[src/hw/rtl/srb_pkg.sv]
// ----------------------------------------------------------------------------
// srb_pkg: shared types and constants of the stream reassembly buffer
// Request and result codes, the done mark and the sequencer state type.
// ----------------------------------------------------------------------------
package srb_pkg;

  localparam int RING_BYTES_DEF = 256;
  localparam int SLOT_COUNT_DEF = 16;
  localparam int MAX_READ_DEF   = 64;

  localparam logic [1:0] REQ_HEADER   = 2'd0;
  localparam logic [1:0] REQ_PAYLOAD  = 2'd1;
  localparam logic [1:0] REQ_READ     = 2'd2;
  localparam logic [1:0] REQ_RESERVED = 2'd3;

  localparam logic [1:0] RES_HEADER  = 2'd0;
  localparam logic [1:0] RES_DATA    = 2'd1;
  localparam logic [1:0] RES_NOTHING = 2'd2;

  localparam logic [7:0] DONE_MARK  = 8'hff;
  localparam logic [7:0] BEHIND_BIT = 8'h80;

  typedef enum logic [3:0] {
    ST_IDLE,
    ST_HDR,
    ST_RD_SLOT,
    ST_RD_EVAL,
    ST_RD_BYTE,
    ST_RETIRE,
    ST_RETIRE_EVAL,
    ST_RD_DONE
  } state_t;

endpackage

[src/hw/rtl/srb_ram.sv]
// ----------------------------------------------------------------------------
// srb_ram: generic single-port synchronous RAM
// One write or read per cycle; read data registered.
// ----------------------------------------------------------------------------
module srb_ram #(
  parameter int WIDTH = 8,
  parameter int DEPTH = 16
) (
  input  logic                     clk,
  input  logic                     we,
  input  logic [$clog2(DEPTH)-1:0] addr,
  input  logic [WIDTH-1:0]         wdata,
  output logic [WIDTH-1:0]         rdata
);

  logic [WIDTH-1:0] mem [DEPTH];

  always_ff @(posedge clk) begin
    if (we) begin
      mem[addr] <= wdata;
    end
    rdata <= mem[addr];
  end

endmodule

[src/hw/rtl/stream_reassembly_buffer_top.sv]
// ----------------------------------------------------------------------------
// stream_reassembly_buffer_top: sliding-window reassembly of packets
// Sequencer over a slot table memory and a byte ring memory.
// ----------------------------------------------------------------------------
// A beat is taken when start is high and busy is low. A payload byte beat or
// a reserved request keeps busy low and returns nothing. A header beat
// returns its status beat in ST_HDR, except a done marker inside the slot
// window: that one walks the done head slots first (ST_RETIRE fetches the
// head slot, ST_RETIRE_EVAL retires it if done and loops back; the walk ends
// in ST_RETIRE on an empty window or in ST_RETIRE_EVAL on a slot not done)
// and returns its status at the end of the walk. A read beat first walks the
// head slots (ST_RD_SLOT fetches a slot, ST_RD_EVAL evaluates it); every
// slot drained to its end starts a retire walk as above that returns to the
// next slot. ST_RD_DONE then closes the walk, and the data beats follow at
// one per cycle, set by the single byte ring port, all carrying the free
// count after the read and last on the final one; a read that finds nothing
// returns one beat in ST_RD_DONE instead. Results appear on the result ports
// for exactly one cycle marked by strobe; the receiver cannot hold them off.
// After reset, slot lengths read as holes through a per-slot valid bit.
module stream_reassembly_buffer_top #(
  parameter int RING_BYTES = srb_pkg::RING_BYTES_DEF,
  parameter int SLOT_COUNT = srb_pkg::SLOT_COUNT_DEF,
  parameter int MAX_READ   = srb_pkg::MAX_READ_DEF
) (
  input  logic        clk,
  input  logic        rst,
  input  logic        start,
  output logic        busy,
  input  logic [1:0]  req_type,
  input  logic [7:0]  seqnum,
  input  logic [15:0] pkt_offset,
  input  logic [7:0]  pkt_size,
  input  logic [7:0]  data_byte,
  input  logic [6:0]  read_limit,
  output logic        strobe,
  output logic [1:0]  result_kind,
  output logic        accepted,
  output logic [7:0]  read_byte,
  output logic        last,
  output logic [8:0]  free_bytes
);

  localparam int SW = $clog2(SLOT_COUNT);
  localparam int RW = $clog2(RING_BYTES);
  localparam logic [16:0] RING17 = 17'(RING_BYTES);
  localparam logic [8:0]  SLOTS9 = 9'(SLOT_COUNT);

  srb_pkg::state_t state, state_next;

  // Architectural registers.
  logic [7:0]  head_seq, tail_seq;
  logic [15:0] head_pos, tail_pos;
  logic [15:0] wr_pos;
  logic [7:0]  wr_rem;
  logic [SLOT_COUNT-1:0] len_valid;

  // Latched request and read walk bookkeeping.
  logic [7:0]  q_seq;
  logic [15:0] q_off;
  logic [7:0]  q_size;
  logic [6:0]  budget;
  logic        rd_mode;
  logic [15:0] rd_start;
  logic [6:0]  rd_count;
  logic [6:0]  emit_idx;

  // Slot table: {offset, length} in one memory.
  logic          slot_we;
  logic [SW-1:0] slot_addr;
  logic [23:0]   slot_wdata, slot_rdata;
  logic [SW-1:0] slot_raddr_q;
  logic [7:0]    slot_len_rd;

  logic          ring_we;
  logic [RW-1:0] ring_addr;
  logic [7:0]    ring_rdata;

  srb_ram #(.WIDTH(24), .DEPTH(SLOT_COUNT)) u_slot_ram (
    .clk(clk), .we(slot_we), .addr(slot_addr), .wdata(slot_wdata), .rdata(slot_rdata)
  );

  srb_ram #(.WIDTH(8), .DEPTH(RING_BYTES)) u_ring_ram (
    .clk(clk), .we(ring_we), .addr(ring_addr), .wdata(data_byte), .rdata(ring_rdata)
  );

  // Never-written length reads as a hole.
  assign slot_len_rd = len_valid[slot_raddr_q] ? slot_rdata[7:0] : 8'd0;

  logic take_in;
  assign busy    = (state != srb_pkg::ST_IDLE);
  assign take_in = start && !busy;

  // Free count: full size with no slot queued, else the queued span.
  function automatic logic [8:0] free_of(input logic [7:0] hs, input logic [7:0] ts,
                                         input logic [15:0] hp, input logic [15:0] tp);
    logic [15:0] span;
    if (hs == ts) return 9'(RING_BYTES);
    span = tp - hp;
    return span[8:0] & 9'(RING_BYTES - 1);
  endfunction

  // Header decision, computed from latched fields.
  logic [7:0]  hdiff, tdiff;
  logic [15:0] hend, end_head, end_tail;
  logic        h_in_win, size_bad, done_act, data_ok, h_acc;
  logic [7:0]  tail_seq_next;
  logic [15:0] tail_pos_next;
  always_comb begin
    hdiff    = q_seq - head_seq;
    tdiff    = q_seq - tail_seq;
    hend     = q_off + {8'd0, q_size};
    end_head = hend - head_pos;
    end_tail = hend - tail_pos;
    h_in_win = {1'b0, hdiff} < SLOTS9;
    size_bad = (q_size == srb_pkg::DONE_MARK) || ({9'd0, q_size} > RING17);
    done_act = (q_size == 8'd0) && h_in_win;
    data_ok  = (q_size != 8'd0) && !size_bad && h_in_win && ({1'b0, end_head} <= RING17);
    if (q_size == 8'd0) begin
      h_acc = 1'b1;
    end else if (size_bad) begin
      h_acc = 1'b0;
    end else if (!h_in_win) begin
      h_acc = (hdiff & srb_pkg::BEHIND_BIT) != 8'd0;
    end else begin
      h_acc = data_ok;
    end
    tail_seq_next = tail_seq;
    if ((done_act || data_ok) && ({1'b0, tdiff} < SLOTS9)) tail_seq_next = q_seq + 8'd1;
    tail_pos_next = tail_pos;
    if (data_ok && ({1'b0, end_tail} < RING17)) tail_pos_next = hend;
  end

  // Read slot evaluation.
  logic [15:0] slot_end, avail;
  logic        slot_empty, take_part;
  always_comb begin
    slot_end   = slot_rdata[23:8] + {8'd0, slot_len_rd};
    avail      = slot_end - head_pos;
    slot_empty = (head_seq == tail_seq);
    take_part  = avail > {9'd0, budget};
  end

  logic [8:0]  free_now, free_hdr;
  logic [15:0] emit_addr;
  assign free_now  = free_of(head_seq, tail_seq, head_pos, tail_pos);
  assign free_hdr  = free_of(head_seq, tail_seq_next, head_pos, tail_pos_next);
  assign emit_addr = rd_start + {9'd0, emit_idx} + 16'd1;

  // Next state.
  always_comb begin
    state_next = state;
    case (state)
      srb_pkg::ST_IDLE: begin
        if (take_in) begin
          case (req_type)
            srb_pkg::REQ_HEADER: state_next = srb_pkg::ST_HDR;
            srb_pkg::REQ_READ:   state_next = srb_pkg::ST_RD_SLOT;
            default:             state_next = srb_pkg::ST_IDLE;
          endcase
        end
      end
      srb_pkg::ST_HDR: begin
        state_next = done_act ? srb_pkg::ST_RETIRE : srb_pkg::ST_IDLE;
      end
      srb_pkg::ST_RD_SLOT: begin
        if (budget == 7'd0 || slot_empty) state_next = srb_pkg::ST_RD_DONE;
        else                               state_next = srb_pkg::ST_RD_EVAL;
      end
      srb_pkg::ST_RD_EVAL: begin
        if (slot_len_rd == 8'd0 || take_part) state_next = srb_pkg::ST_RD_DONE;
        else                                  state_next = srb_pkg::ST_RETIRE;
      end
      srb_pkg::ST_RETIRE: begin
        if (slot_empty) state_next = rd_mode ? srb_pkg::ST_RD_SLOT : srb_pkg::ST_IDLE;
        else            state_next = srb_pkg::ST_RETIRE_EVAL;
      end
      srb_pkg::ST_RETIRE_EVAL: begin
        if (slot_len_rd == srb_pkg::DONE_MARK) state_next = srb_pkg::ST_RETIRE;
        else state_next = rd_mode ? srb_pkg::ST_RD_SLOT : srb_pkg::ST_IDLE;
      end
      srb_pkg::ST_RD_DONE: begin
        state_next = (rd_count == 7'd0) ? srb_pkg::ST_IDLE : srb_pkg::ST_RD_BYTE;
      end
      srb_pkg::ST_RD_BYTE: begin
        if (emit_idx == rd_count - 7'd1) state_next = srb_pkg::ST_IDLE;
      end
      default: state_next = srb_pkg::ST_IDLE;
    endcase
  end

  // Memory access and result outputs.
  always_comb begin
    slot_we     = 1'b0;
    slot_addr   = head_seq[SW-1:0];
    slot_wdata  = {q_off, q_size};
    ring_we     = 1'b0;
    ring_addr   = wr_pos[RW-1:0];
    strobe      = 1'b0;
    result_kind = srb_pkg::RES_HEADER;
    accepted    = 1'b0;
    read_byte   = 8'd0;
    last        = 1'b0;
    free_bytes  = free_now;
    case (state)
      srb_pkg::ST_IDLE: begin
        if (take_in && req_type == srb_pkg::REQ_PAYLOAD && wr_rem != 8'd0) begin
          ring_we = 1'b1;
        end
      end
      srb_pkg::ST_HDR: begin
        slot_addr = q_seq[SW-1:0];
        if (done_act) begin
          slot_we    = 1'b1;
          slot_wdata = {q_off, srb_pkg::DONE_MARK};
        end else begin
          // Status leaves now, carrying the count after this header.
          if (data_ok) slot_we = 1'b1;
          strobe     = 1'b1;
          accepted   = h_acc;
          last       = 1'b1;
          free_bytes = free_hdr;
        end
      end
      srb_pkg::ST_RETIRE: begin
        if (slot_empty && !rd_mode) begin
          strobe = 1'b1; accepted = 1'b1; last = 1'b1;
        end
      end
      srb_pkg::ST_RETIRE_EVAL: begin
        if (slot_len_rd == srb_pkg::DONE_MARK) begin
          slot_we    = 1'b1;
          slot_wdata = {slot_rdata[23:8], 8'd0};
        end else if (!rd_mode) begin
          strobe = 1'b1; accepted = 1'b1; last = 1'b1;
        end
      end
      srb_pkg::ST_RD_EVAL: begin
        // Drain the slot to its end: clear it and retire it right away.
        if (slot_len_rd != 8'd0 && !take_part) begin
          slot_we    = 1'b1;
          slot_wdata = {slot_rdata[23:8], 8'd0};
        end
      end
      srb_pkg::ST_RD_DONE: begin
        if (rd_count == 7'd0) begin
          strobe      = 1'b1;
          result_kind = srb_pkg::RES_NOTHING;
          last        = 1'b1;
        end else begin
          // Prefetch the first byte of the read.
          ring_addr = rd_start[RW-1:0];
        end
      end
      srb_pkg::ST_RD_BYTE: begin
        ring_addr   = emit_addr[RW-1:0];
        strobe      = 1'b1;
        result_kind = srb_pkg::RES_DATA;
        read_byte   = ring_rdata;
        last        = (emit_idx == rd_count - 7'd1);
      end
      default: ;
    endcase
  end

  always_ff @(posedge clk) begin
    if (rst) begin
      state     <= srb_pkg::ST_IDLE;
      head_seq  <= '0;
      tail_seq  <= '0;
      head_pos  <= '0;
      tail_pos  <= '0;
      wr_pos    <= '0;
      wr_rem    <= '0;
      len_valid <= '0;
      rd_mode   <= 1'b0;
    end else begin
      state <= state_next;
      if (slot_we) len_valid[slot_addr] <= 1'b1;
      slot_raddr_q <= slot_addr;
      case (state)
        srb_pkg::ST_IDLE: begin
          if (take_in) begin
            q_seq    <= seqnum;
            q_off    <= pkt_offset;
            q_size   <= pkt_size;
            budget   <= (read_limit > 7'(MAX_READ)) ? 7'(MAX_READ) : read_limit;
            rd_mode  <= (req_type == srb_pkg::REQ_READ);
            rd_start <= head_pos;
            rd_count <= 7'd0;
            emit_idx <= 7'd0;
            if (req_type == srb_pkg::REQ_PAYLOAD && wr_rem != 8'd0) begin
              wr_pos <= wr_pos + 16'd1;
              wr_rem <= wr_rem - 8'd1;
            end
          end
        end
        srb_pkg::ST_HDR: begin
          tail_seq <= tail_seq_next;
          tail_pos <= tail_pos_next;
          // Every header drops an unfinished payload write.
          if (data_ok) begin
            wr_pos <= q_off;
            wr_rem <= q_size;
          end else begin
            wr_rem <= 8'd0;
          end
        end
        srb_pkg::ST_RETIRE_EVAL: begin
          if (slot_len_rd == srb_pkg::DONE_MARK) head_seq <= head_seq + 8'd1;
        end
        srb_pkg::ST_RD_EVAL: begin
          if (slot_len_rd != 8'd0) begin
            if (take_part) begin
              head_pos <= head_pos + {9'd0, budget};
              rd_count <= rd_count + budget;
              budget   <= 7'd0;
            end else begin
              head_pos <= head_pos + avail;
              rd_count <= rd_count + avail[6:0];
              budget   <= budget - avail[6:0];
              head_seq <= head_seq + 8'd1;
            end
          end
        end
        srb_pkg::ST_RD_BYTE: begin
          emit_idx <= emit_idx + 7'd1;
        end
        default: ;
      endcase
    end
  end

  // Assertions.
  a_hdr_one_beat: assert property (@(posedge clk) disable iff (rst)
    state == srb_pkg::ST_HDR && q_size != 8'd0 |=> state == srb_pkg::ST_IDLE)
    else $error("header did not finish");
  a_busy_after_take: assert property (@(posedge clk) disable iff (rst)
    take_in && req_type == srb_pkg::REQ_READ |=> busy)
    else $error("read not started");
  a_no_ring_write_read: assert property (@(posedge clk) disable iff (rst)
    ring_we |-> state == srb_pkg::ST_IDLE)
    else $error("ring write outside idle");
  a_byte_has_count: assert property (@(posedge clk) disable iff (rst)
    state == srb_pkg::ST_RD_BYTE |-> rd_count != 7'd0)
    else $error("data beat with empty read");

endmodule

[config.mk]
export PLATFORM = sky130hd
export DESIGN_NAME = stream_reassembly_buffer_top
export DESIGN_NICKNAME = d
export VERILOG_FILES = /design/src/hw/rtl/srb_pkg.sv /design/src/hw/rtl/srb_ram.sv /design/src/hw/rtl/stream_reassembly_buffer_top.sv
export SDC_FILE = /design/constraint.sdc
export NUM_CORES = 2
export LEC_CHECK = 0
export BUFFER_PORTS_ARGS = -buffer_cell sky130_fd_sc_hd__buf_2
export CAP_MARGIN = 25
export CORE_UTILIZATION = 60
export DETAILED_ROUTE_END_ITERATION = 8
export PLACE_DENSITY = 0.76
export RECOVER_POWER = 50
export SYNTH_ARGS = -nofsm -noshare
export SYNTH_HDL_FRONTEND = slang
export SYNTH_SLANG_ARGS = --single-unit
[constraint.sdc]
create_clock -name clk -period 8.5 [get_ports clk]
set_input_delay 0.425 -clock clk [delete_from_list [all_inputs] [get_ports clk]]
set_output_delay 0.425 -clock clk [all_outputs]
set_load 0.02 [all_outputs]
Word-level counts from Yosys, hierarchy flattened
Memories as Yosys holds them, arrays and structs flattened. A register that Yosys moved wholly into a read port is not among the register bits.
Cells that the tools add are included.
{"block": "op_classes", "muxes": 82, "eq_ne": 21, "n_reduce_logical": 43, "n_bitwise": 2, "magnitude_cmp": 9, "add_sub_neg": 22}
{"cell": "$mux 8", "count": 11}
{"cell": "$mux 16", "count": 5}
{"cell": "$pmux 24 s3", "count": 1}
{"cell": "$mux 9", "count": 6}
{"cell": "$mux 7", "count": 7}
{"cell": "$mux 24", "count": 2}
{"cell": "$pmux 8 s2", "count": 3}
{"cell": "$sub 16x16->16", "count": 3}
{"cell": "$pmux 7 s2", "count": 3}
{"cell": "$add 16x8->16", "count": 2}
{"cell": "$pmux 16 s2", "count": 1}
{"cell": "$pmux 4 s8", "count": 1}
{"cell": "$sub 8x8->8", "count": 4}
{"cell": "$add 8x1->8 const B", "count": 3}
{"cell": "$reduce_bool 8->1", "count": 3}
{"cell": "$mux 1", "count": 23}
{"cell": "$add 16x1->16 const B", "count": 1}
{"cell": "$add 16x16->16", "count": 1}
{"cell": "$add 16x7->16", "count": 1}
{"cell": "$eq 4x3->1 const B", "count": 4}
{"cell": "$eq 8x8->1", "count": 2}
{"cell": "$eq 8x8->1 const B", "count": 2}
{"cell": "$gt 16x7->1", "count": 1}
{"cell": "$le 16x9->1 const B", "count": 1}
{"cell": "39 further kinds", "count": 88}
{"block": "word_totals", "elab_cells": 198, "inputBits": 52, "out_inout_bits": 23, "reg_bits": 158, "ramBits": 2432, "mem_count": 2}
{"name": "u_ring_ram.mem", "words": 256, "width": 8, "rd": 1, "rd_ports_with_merged_regs": 1, "wr": 1, "line": "srb_ram.sv:16", "text": "logic [WIDTH-1:0] mem [DEPTH];"}
{"name": "u_slot_ram.mem", "words": 16, "width": 24, "rd": 1, "rd_ports_with_merged_regs": 1, "wr": 1, "line": "srb_ram.sv:16"}

Logic depth before layout (Yosys ltp)
{"block": "depth", "ltp_word": 13, "ltp_mapped": 36, "ltp_nobuf": 34}

Cells and area by module
From an unflattened synthesis, not the netlist that was laid out.
{"block": "hier_totals", "cells_unflattened": 5749, "area_unflattened_um2": 106414.6}
{"module": "srb_ram at u_ring_ram", "area_each_um2": 78492.8, "cells_per_inst": 3547, "seq_area_each_um2": 61659.1, "instances": 1}
{"module": "srb_ram at u_slot_ram", "area_each_um2": 14955.6, "cells_per_inst": 637, "seq_area_each_um2": 12011.5, "instances": 1}
{"module": "stream_reassembly_buffer_top", "area_each_um2": 12966.2, "cells_per_inst": 1565, "seq_area_each_um2": 3633.5, "instances": 1}

Worst setup path after synthesis
No wires, ideal clock.
{"block": "synth_path", "path_type": "register to register", "start": "reg slot_raddr_q[0]", "end": "reg head_pos[14]", "stages_incl_launch_ff": 35, "arrival_time_ns": 7.629, "setup_slack_ns": 0.765, "path_buffers": 0, "period_less_slack_ns": 7.735, "setup_time_ns": 0.106, "t_required_ns": 8.394, "path_cell_list": "edfxtp_1 mux4_2 mux4_2 nand2_1 fa_1 inv_1 ha_1 a21oi_1 o22ai_1 nor3_1 nor2_1 ha_1 and4_1 nand4_1 nand2_1 o21ai_0 a31oi_1 nand3_1 or3_1 nor3b_1 and3_1 o21ai_0 ha_1 fa_1 a21o_1 a21oi_1 o21bai_1 a21oi_1 nor2b_1 o21a_1 o31a_1 o41ai_1 o21ai_0 or4b_2 o311ai_0"}
{"block": "synth_via", "elab_chain_len": 7, "word_cells_on_any_way": 10, "cone_classes": "add/sub (3); order compare (1); mux (4); reduce/logical (2)"}
{"item": "from (decl)", "line": "stream_reassembly_buffer_top.sv:71", "text": "logic [SW-1:0] slot_raddr_q;"}
{"item": "from (signal assigned)", "line": "stream_reassembly_buffer_top.sv:279", "text": "slot_raddr_q <= slot_addr;"}
{"item": "$bmux 1 s4 *", "line": "stream_reassembly_buffer_top.sv:87", "text": "assign slot_len_rd = len_valid[slot_raddr_q] ? slot_rdata[7:0] : 8'd0;"}
{"item": "$mux 1 (not written as such) *", "line": "stream_reassembly_buffer_top.sv:87"}
{"item": "$mux 8 *", "line": "stream_reassembly_buffer_top.sv:87"}
{"item": "$add 16x8->16", "line": "stream_reassembly_buffer_top.sv:137", "text": "slot_end = slot_rdata[23:8] + {8'd0, slot_len_rd};"}
{"item": "$sub 16x16->16", "line": "stream_reassembly_buffer_top.sv:138", "text": "avail = slot_end - head_pos;"}
{"item": "$add 16x16->16 or $gt 16x7->1 (tied branches)", "line": "stream_reassembly_buffer_top.sv:318, stream_reassembly_buffer_top.sv:140"}
{"item": "$mux 16", "line": "stream_reassembly_buffer_top.sv:313", "text": "if (take_part) begin"}
{"item": "to (signal assigned)", "line": "stream_reassembly_buffer_top.sv:314", "text": "head_pos <= head_pos + {9'd0, budget};"}
{"item": "to (signal assigned)", "line": "stream_reassembly_buffer_top.sv:318", "text": "head_pos <= head_pos + avail;"}
{"item": "to (decl)", "line": "stream_reassembly_buffer_top.sv:52", "text": "logic [15:0] head_pos, tail_pos;"}
Every way passes the cells marked *; elsewhere a longest branch is shown, timed or not. The select of a mux whose other input is x is not followed.
A chain may end at the register's enable or synchronous reset.

Worst setup path after layout
{"block": "layout_path", "start": "reg rd_count[1]", "end": "mem u_ring_ram.mem[68][5], in the netlist u_ring_ram.mem[17][5] (enable)"}
{"block": "layout_via", "elab_chain_len": 3}
{"item": "from (decl)", "line": "stream_reassembly_buffer_top.sv:64", "text": "logic [6:0] rd_count;"}
{"item": "from (signal assigned)", "line": "stream_reassembly_buffer_top.sv:315", "text": "rd_count <= rd_count + budget;"}
{"item": "from (signal assigned)", "line": "stream_reassembly_buffer_top.sv:319", "text": "rd_count <= rd_count + avail[6:0];"}
{"item": "$logic_not 7->1", "line": "stream_reassembly_buffer_top.sv:245", "text": "if (rd_count == 7'd0) begin"}
{"item": "$mux 8", "line": "stream_reassembly_buffer_top.sv:245"}
{"item": "$pmux 8 s2", "line": "stream_reassembly_buffer_top.sv:204", "text": "case (state)"}
{"item": "to (decl)", "line": "srb_ram.sv:16"}
No other way between the ends.

==> qor.csv <==
stage;metric;value;unit
synthesis;most frequent cell after synthesis;nand2_1;
grt;initial antenna violation count;20;
sta;final setup TNS;0;ps
drt;metal3 WL;37520;um
synthesis;Post-synth EDFFs;2497;
power_and_ir_drop;worst vdd ir;253.2;uV
floorplan;Die W;431.4;um
grt;Total Routing Usage GR;0.3350;
sta;Final Max Tran Viols;2403;
setup_path;CP max-delay cell;a31o_1;
floorplan;total core area;0.1831;mm^2
cts;CTS Root Cell;clkbuf_16;
synthesis;asr flop ratio synth;0;
drt;WL met2;144400;um
setup_path;crit-path max FO;39;
finish;share of layout cells above drive strength 1;0.07952;
placed_design;post-DP HPWL;187400;um
outcome;status;finished with violations;
finish;area grow syn2layout;11.28;%
drt;router iterations before antenna repair;6;
synthesis;Area contributors post-synth;edfxtp_1 68%, nand2_1 8.6%, nand3_1 3.8%, a311oi_1 3.5%, dfxtp_1 2.1%;
floorplan;initial core utilization;0.6043;
sta;FMAX;119.7;MHz
hold_path;worst min-delay path category;input pin to flop;
floorplan;Rows;157;
drt;highest routed layer;met5;
floorplan;I/O pins;75;
grt;vias in the first global route;73584;
setup_path;CP cell instances;inv_1 -> ha_1 -> nor4bb_1 -> a211o_1 -> a22o_1 -> a31o_1 -> clkbuf_1 -> nor2_1 -> nand2_1 -> clkbuf_1 -> nor2_1;
synthesis;synth cell count leaders;2526 x nand2_1, 2497 x edfxtp_1, 851 x nand3_1, 437 x a311oi_1, 428 x nor2_1;
sta;Final Critical Period;8356;ps
drt;via count;77092;
setup_path;Critical Path Start Type;flop;
sta;Worst-Margin Slew;5850;ps
drt;First DRT Iteration DRCs;11129;
sta;Setup Skew;82.47;ps
drt;DRT antenna net count;0;
drt;detailed-route wire length;315900;um
floorplan;Die Area;0.1861;mm^2
finish;Final nets;9290;
sta;RSZ-0062 raised after global routing;true;
finish;Final Util;0.6725;
cts;CTS clk-pin slew, worst paths;60;ps
synthesis;flops & latches, synth;2613;
synthesis;Netlist cell types;94;
outcome;failing checks;capacitance limit, slew limit;
cts;CTS tree;yes;
drt;wire length on met1;114600;um
power_and_ir_drop;Lkg Pwr;42.77;nW
setup_path;required time worst endpoint;8990;ps
sta;period utilization;0.9831;
synthesis;post-synth top area cell;edfxtp_1;
setup_path;Arr. time, crit path;8850;ps
synthesis;Netlist Area Pre-Place;0.1106;mm^2
synthesis;post-synth top area share;0.6778;
power_and_ir_drop;pwr/cell area;234.4;mW/mm^2
synthesis;Seq/Total Area, Yosys;0.6987;
grt;global route total overflow;0;
cts;H-tree depth;5;
drt;Remaining DRCs;0;
drt;drt wl/cell;26.88;um
synthesis;Yosys warnings;0;
drt;Vias/cell;6.560;
synthesis;Syn Area/Cell;12.23;um^2
sta;Slew headroom;-2.900;
cts;CTS Buffer Depth;4;
synthesis;Syn Inst Count;9045;
floorplan;Die Ht;431.4;um
cts;Worst-Skew Late Latency;930;ps
grt;first-pass GRT wire length;466000;um
setup_path;kind of end point of the critical path;flop;
sta;final setup vio count;0;
setup_path;Max stage delay on crit path;2210;ps
placed_design;Buffers on Ports;74;
cts;total CTS buffers;277;
setup_path;Setup CP Type;flop to flop;
grt;pin count of the biggest net entering global routing;163;
synthesis;top_reg_cell synth;edfxtp_1;
placed_design;RD Place Congestion;0.9573;
sta;Final Hold Vio Count;0;
finish;fillers;12620;
cts;clock sink count;2613;
run;count of max-cap constraint violations;36;
[cell type report]
| type | instances | area, um^2 | area share |
|---|---|---|---|
| Antenna cell | 7 | 17.52 | 0.0001423 |
| Clock buffer | 344 | 7465 | 0.06063 |
| Clock inverter | 127 | 1284 | 0.01043 |
| Inverter | 125 | 474.2 | 0.003852 |
| Multi-Input combinational cell | 5717 | 30680 | 0.2492 |
| Sequential cell | 2613 | 77300 | 0.6279 |
| Tap cell | 2464 | 3083 | 0.02504 |
| Timing Repair Buffer | 355 | 2806 | 0.02280 |
[flip-flops by register name, indices dropped and copies added, names as in the netlist]
name and cells:
budget 7, emit_idx 7, head_pos 16, head_seq 8
len_valid 16, q_off 16, q_seq 8, q_size 8
rd_count 7, rd_mode 1, rd_start 8, slot_raddr_q 4
state 3, tail_pos 16, tail_seq 8, u_ring_ram.mem 2048
u_ring_ram.rdata 8, u_slot_ram.mem 384, u_slot_ram.rdata 24, wr_pos 8
wr_rem 8
[worst max-delay path, delay by kind of cell, from the launching register on]
family / cells / cell delay, ps
DFF: 1 / 450
AOI/OAI and AO/OA: 3 / 3100
buffers and inverters: 3 / 2740
adders and majority gates: 1 / 250
and+or+nand+nor: 4 / 1400
[cell usage in the layout, fill, tap and decap left out, types with 15 or more instances in the layout]
cell type	Yosys	layout
inv_1	123	123
nor3_1	158	152
and3_1	276	276
clkbuf_16	0	286
nand2b_1	20	20
a311oi_1	437	437
nor2_1	428	409
ha_1	135	130
o21a_1	35	35
nor2b_1	29	29
nor2_2	0	18
nor4_1	28	27
xnor2_1	61	61
buf_4	5	174
mux2i_1	36	35
buf_2	231	37
or3_1	21	21
a21o_1	33	33
clkbuf_1	270	114
or4_1	15	15
edfxtp_1	2497	2497
dlygate4sd3_1	0	45
buf_12	0	23
nand2_1	2526	2524
nand4_1	22	22
clkinv_2	0	42
o31ai_1	16	15
mux2_2	16	16
bufinv_16	0	26
a31oi_1	101	101
a21oi_1	97	90
nand3_1	851	851
xor2_1	42	40
dfxtp_1	116	116
o21ai_0	70	66
a211oi_1	33	31
clkinv_1	1	47
[path summary, 6_finish.rpt]
kind         depth (start not counted)     startpoint  slack [ps]               endpoint
max                                 11    rd_count[1]         140  u_ring_ram.mem[17][5]
min                                  4    req_type[1]          60                rd_mode
max reg2reg                         11    rd_count[1]         140  u_ring_ram.mem[17][5]
min reg2reg                          1  len_valid[15]         470          len_valid[15]
[cells by family after synthesis]
logic type / count (synthesis) / share of synthesized area
AND/OR/NAND/NOR: 4423 / 0.1729
adder cells (fa/ha/maj): 149 / 0.01780
other: 1 / 0.00003390
multiplexers: 57 / 0.005904
XOR/XNOR: 105 / 0.008561
AO/OA/AOI/OAI: 975 / 0.06862
flip-flops: 2613 / 0.6987
buffers and inverters: 722 / 0.02741
[metal layers]
| layer | track usage | up-vias |
|---|---|---|
| met5 | 0 | - |
| met4 | 0.1899 | 18 |
| met3 | 0.07195 | 939 |
| met2 | 0.5097 | 5131 |
| met1 | 0.4506 | 37681 |
| li1 | - | 33323 |
[per-stage QoR]
stage	instances	hold slack [ps]	setup WS, ps	total power, mW	area [um^2]
2_1_floorplan	9052	435.3	765.3	16.09	110700
3_3_place_gp	11201	443.7	80.49	17.06	113700
3_5_place_dp	11208	452.1	124.6	17.12	113900
4_1_cts	11726	29.74	15.83	28.77	123100
5_1_grt	11746	70.81	-143.3	29.56	123100
6_report	11752	63.83	143.8	28.86	123100
[power breakdown]
group          switching [mW]  internal [mW]
Combinational            1.97          0.798
Sequential             0.0564           14.2
Clock                    4.86           7.00
Total                    6.89           22.0
[repair_timing]
| item | 4_1_cts | 5_1_grt |
|---|---|---|
| buffers inserted | 2 | 12 |
| pin swaps | 2 | 14 |
| gates resized for setup | 5 | 30 |
| hold buffers | 45 | 0 |
| endpoints found under the hold margin | 42 | 0 |
| setup endpoints to repair | 1 | 5 |
| cloned | 0 | 0 |
Power figures use the tool's default switching activity.
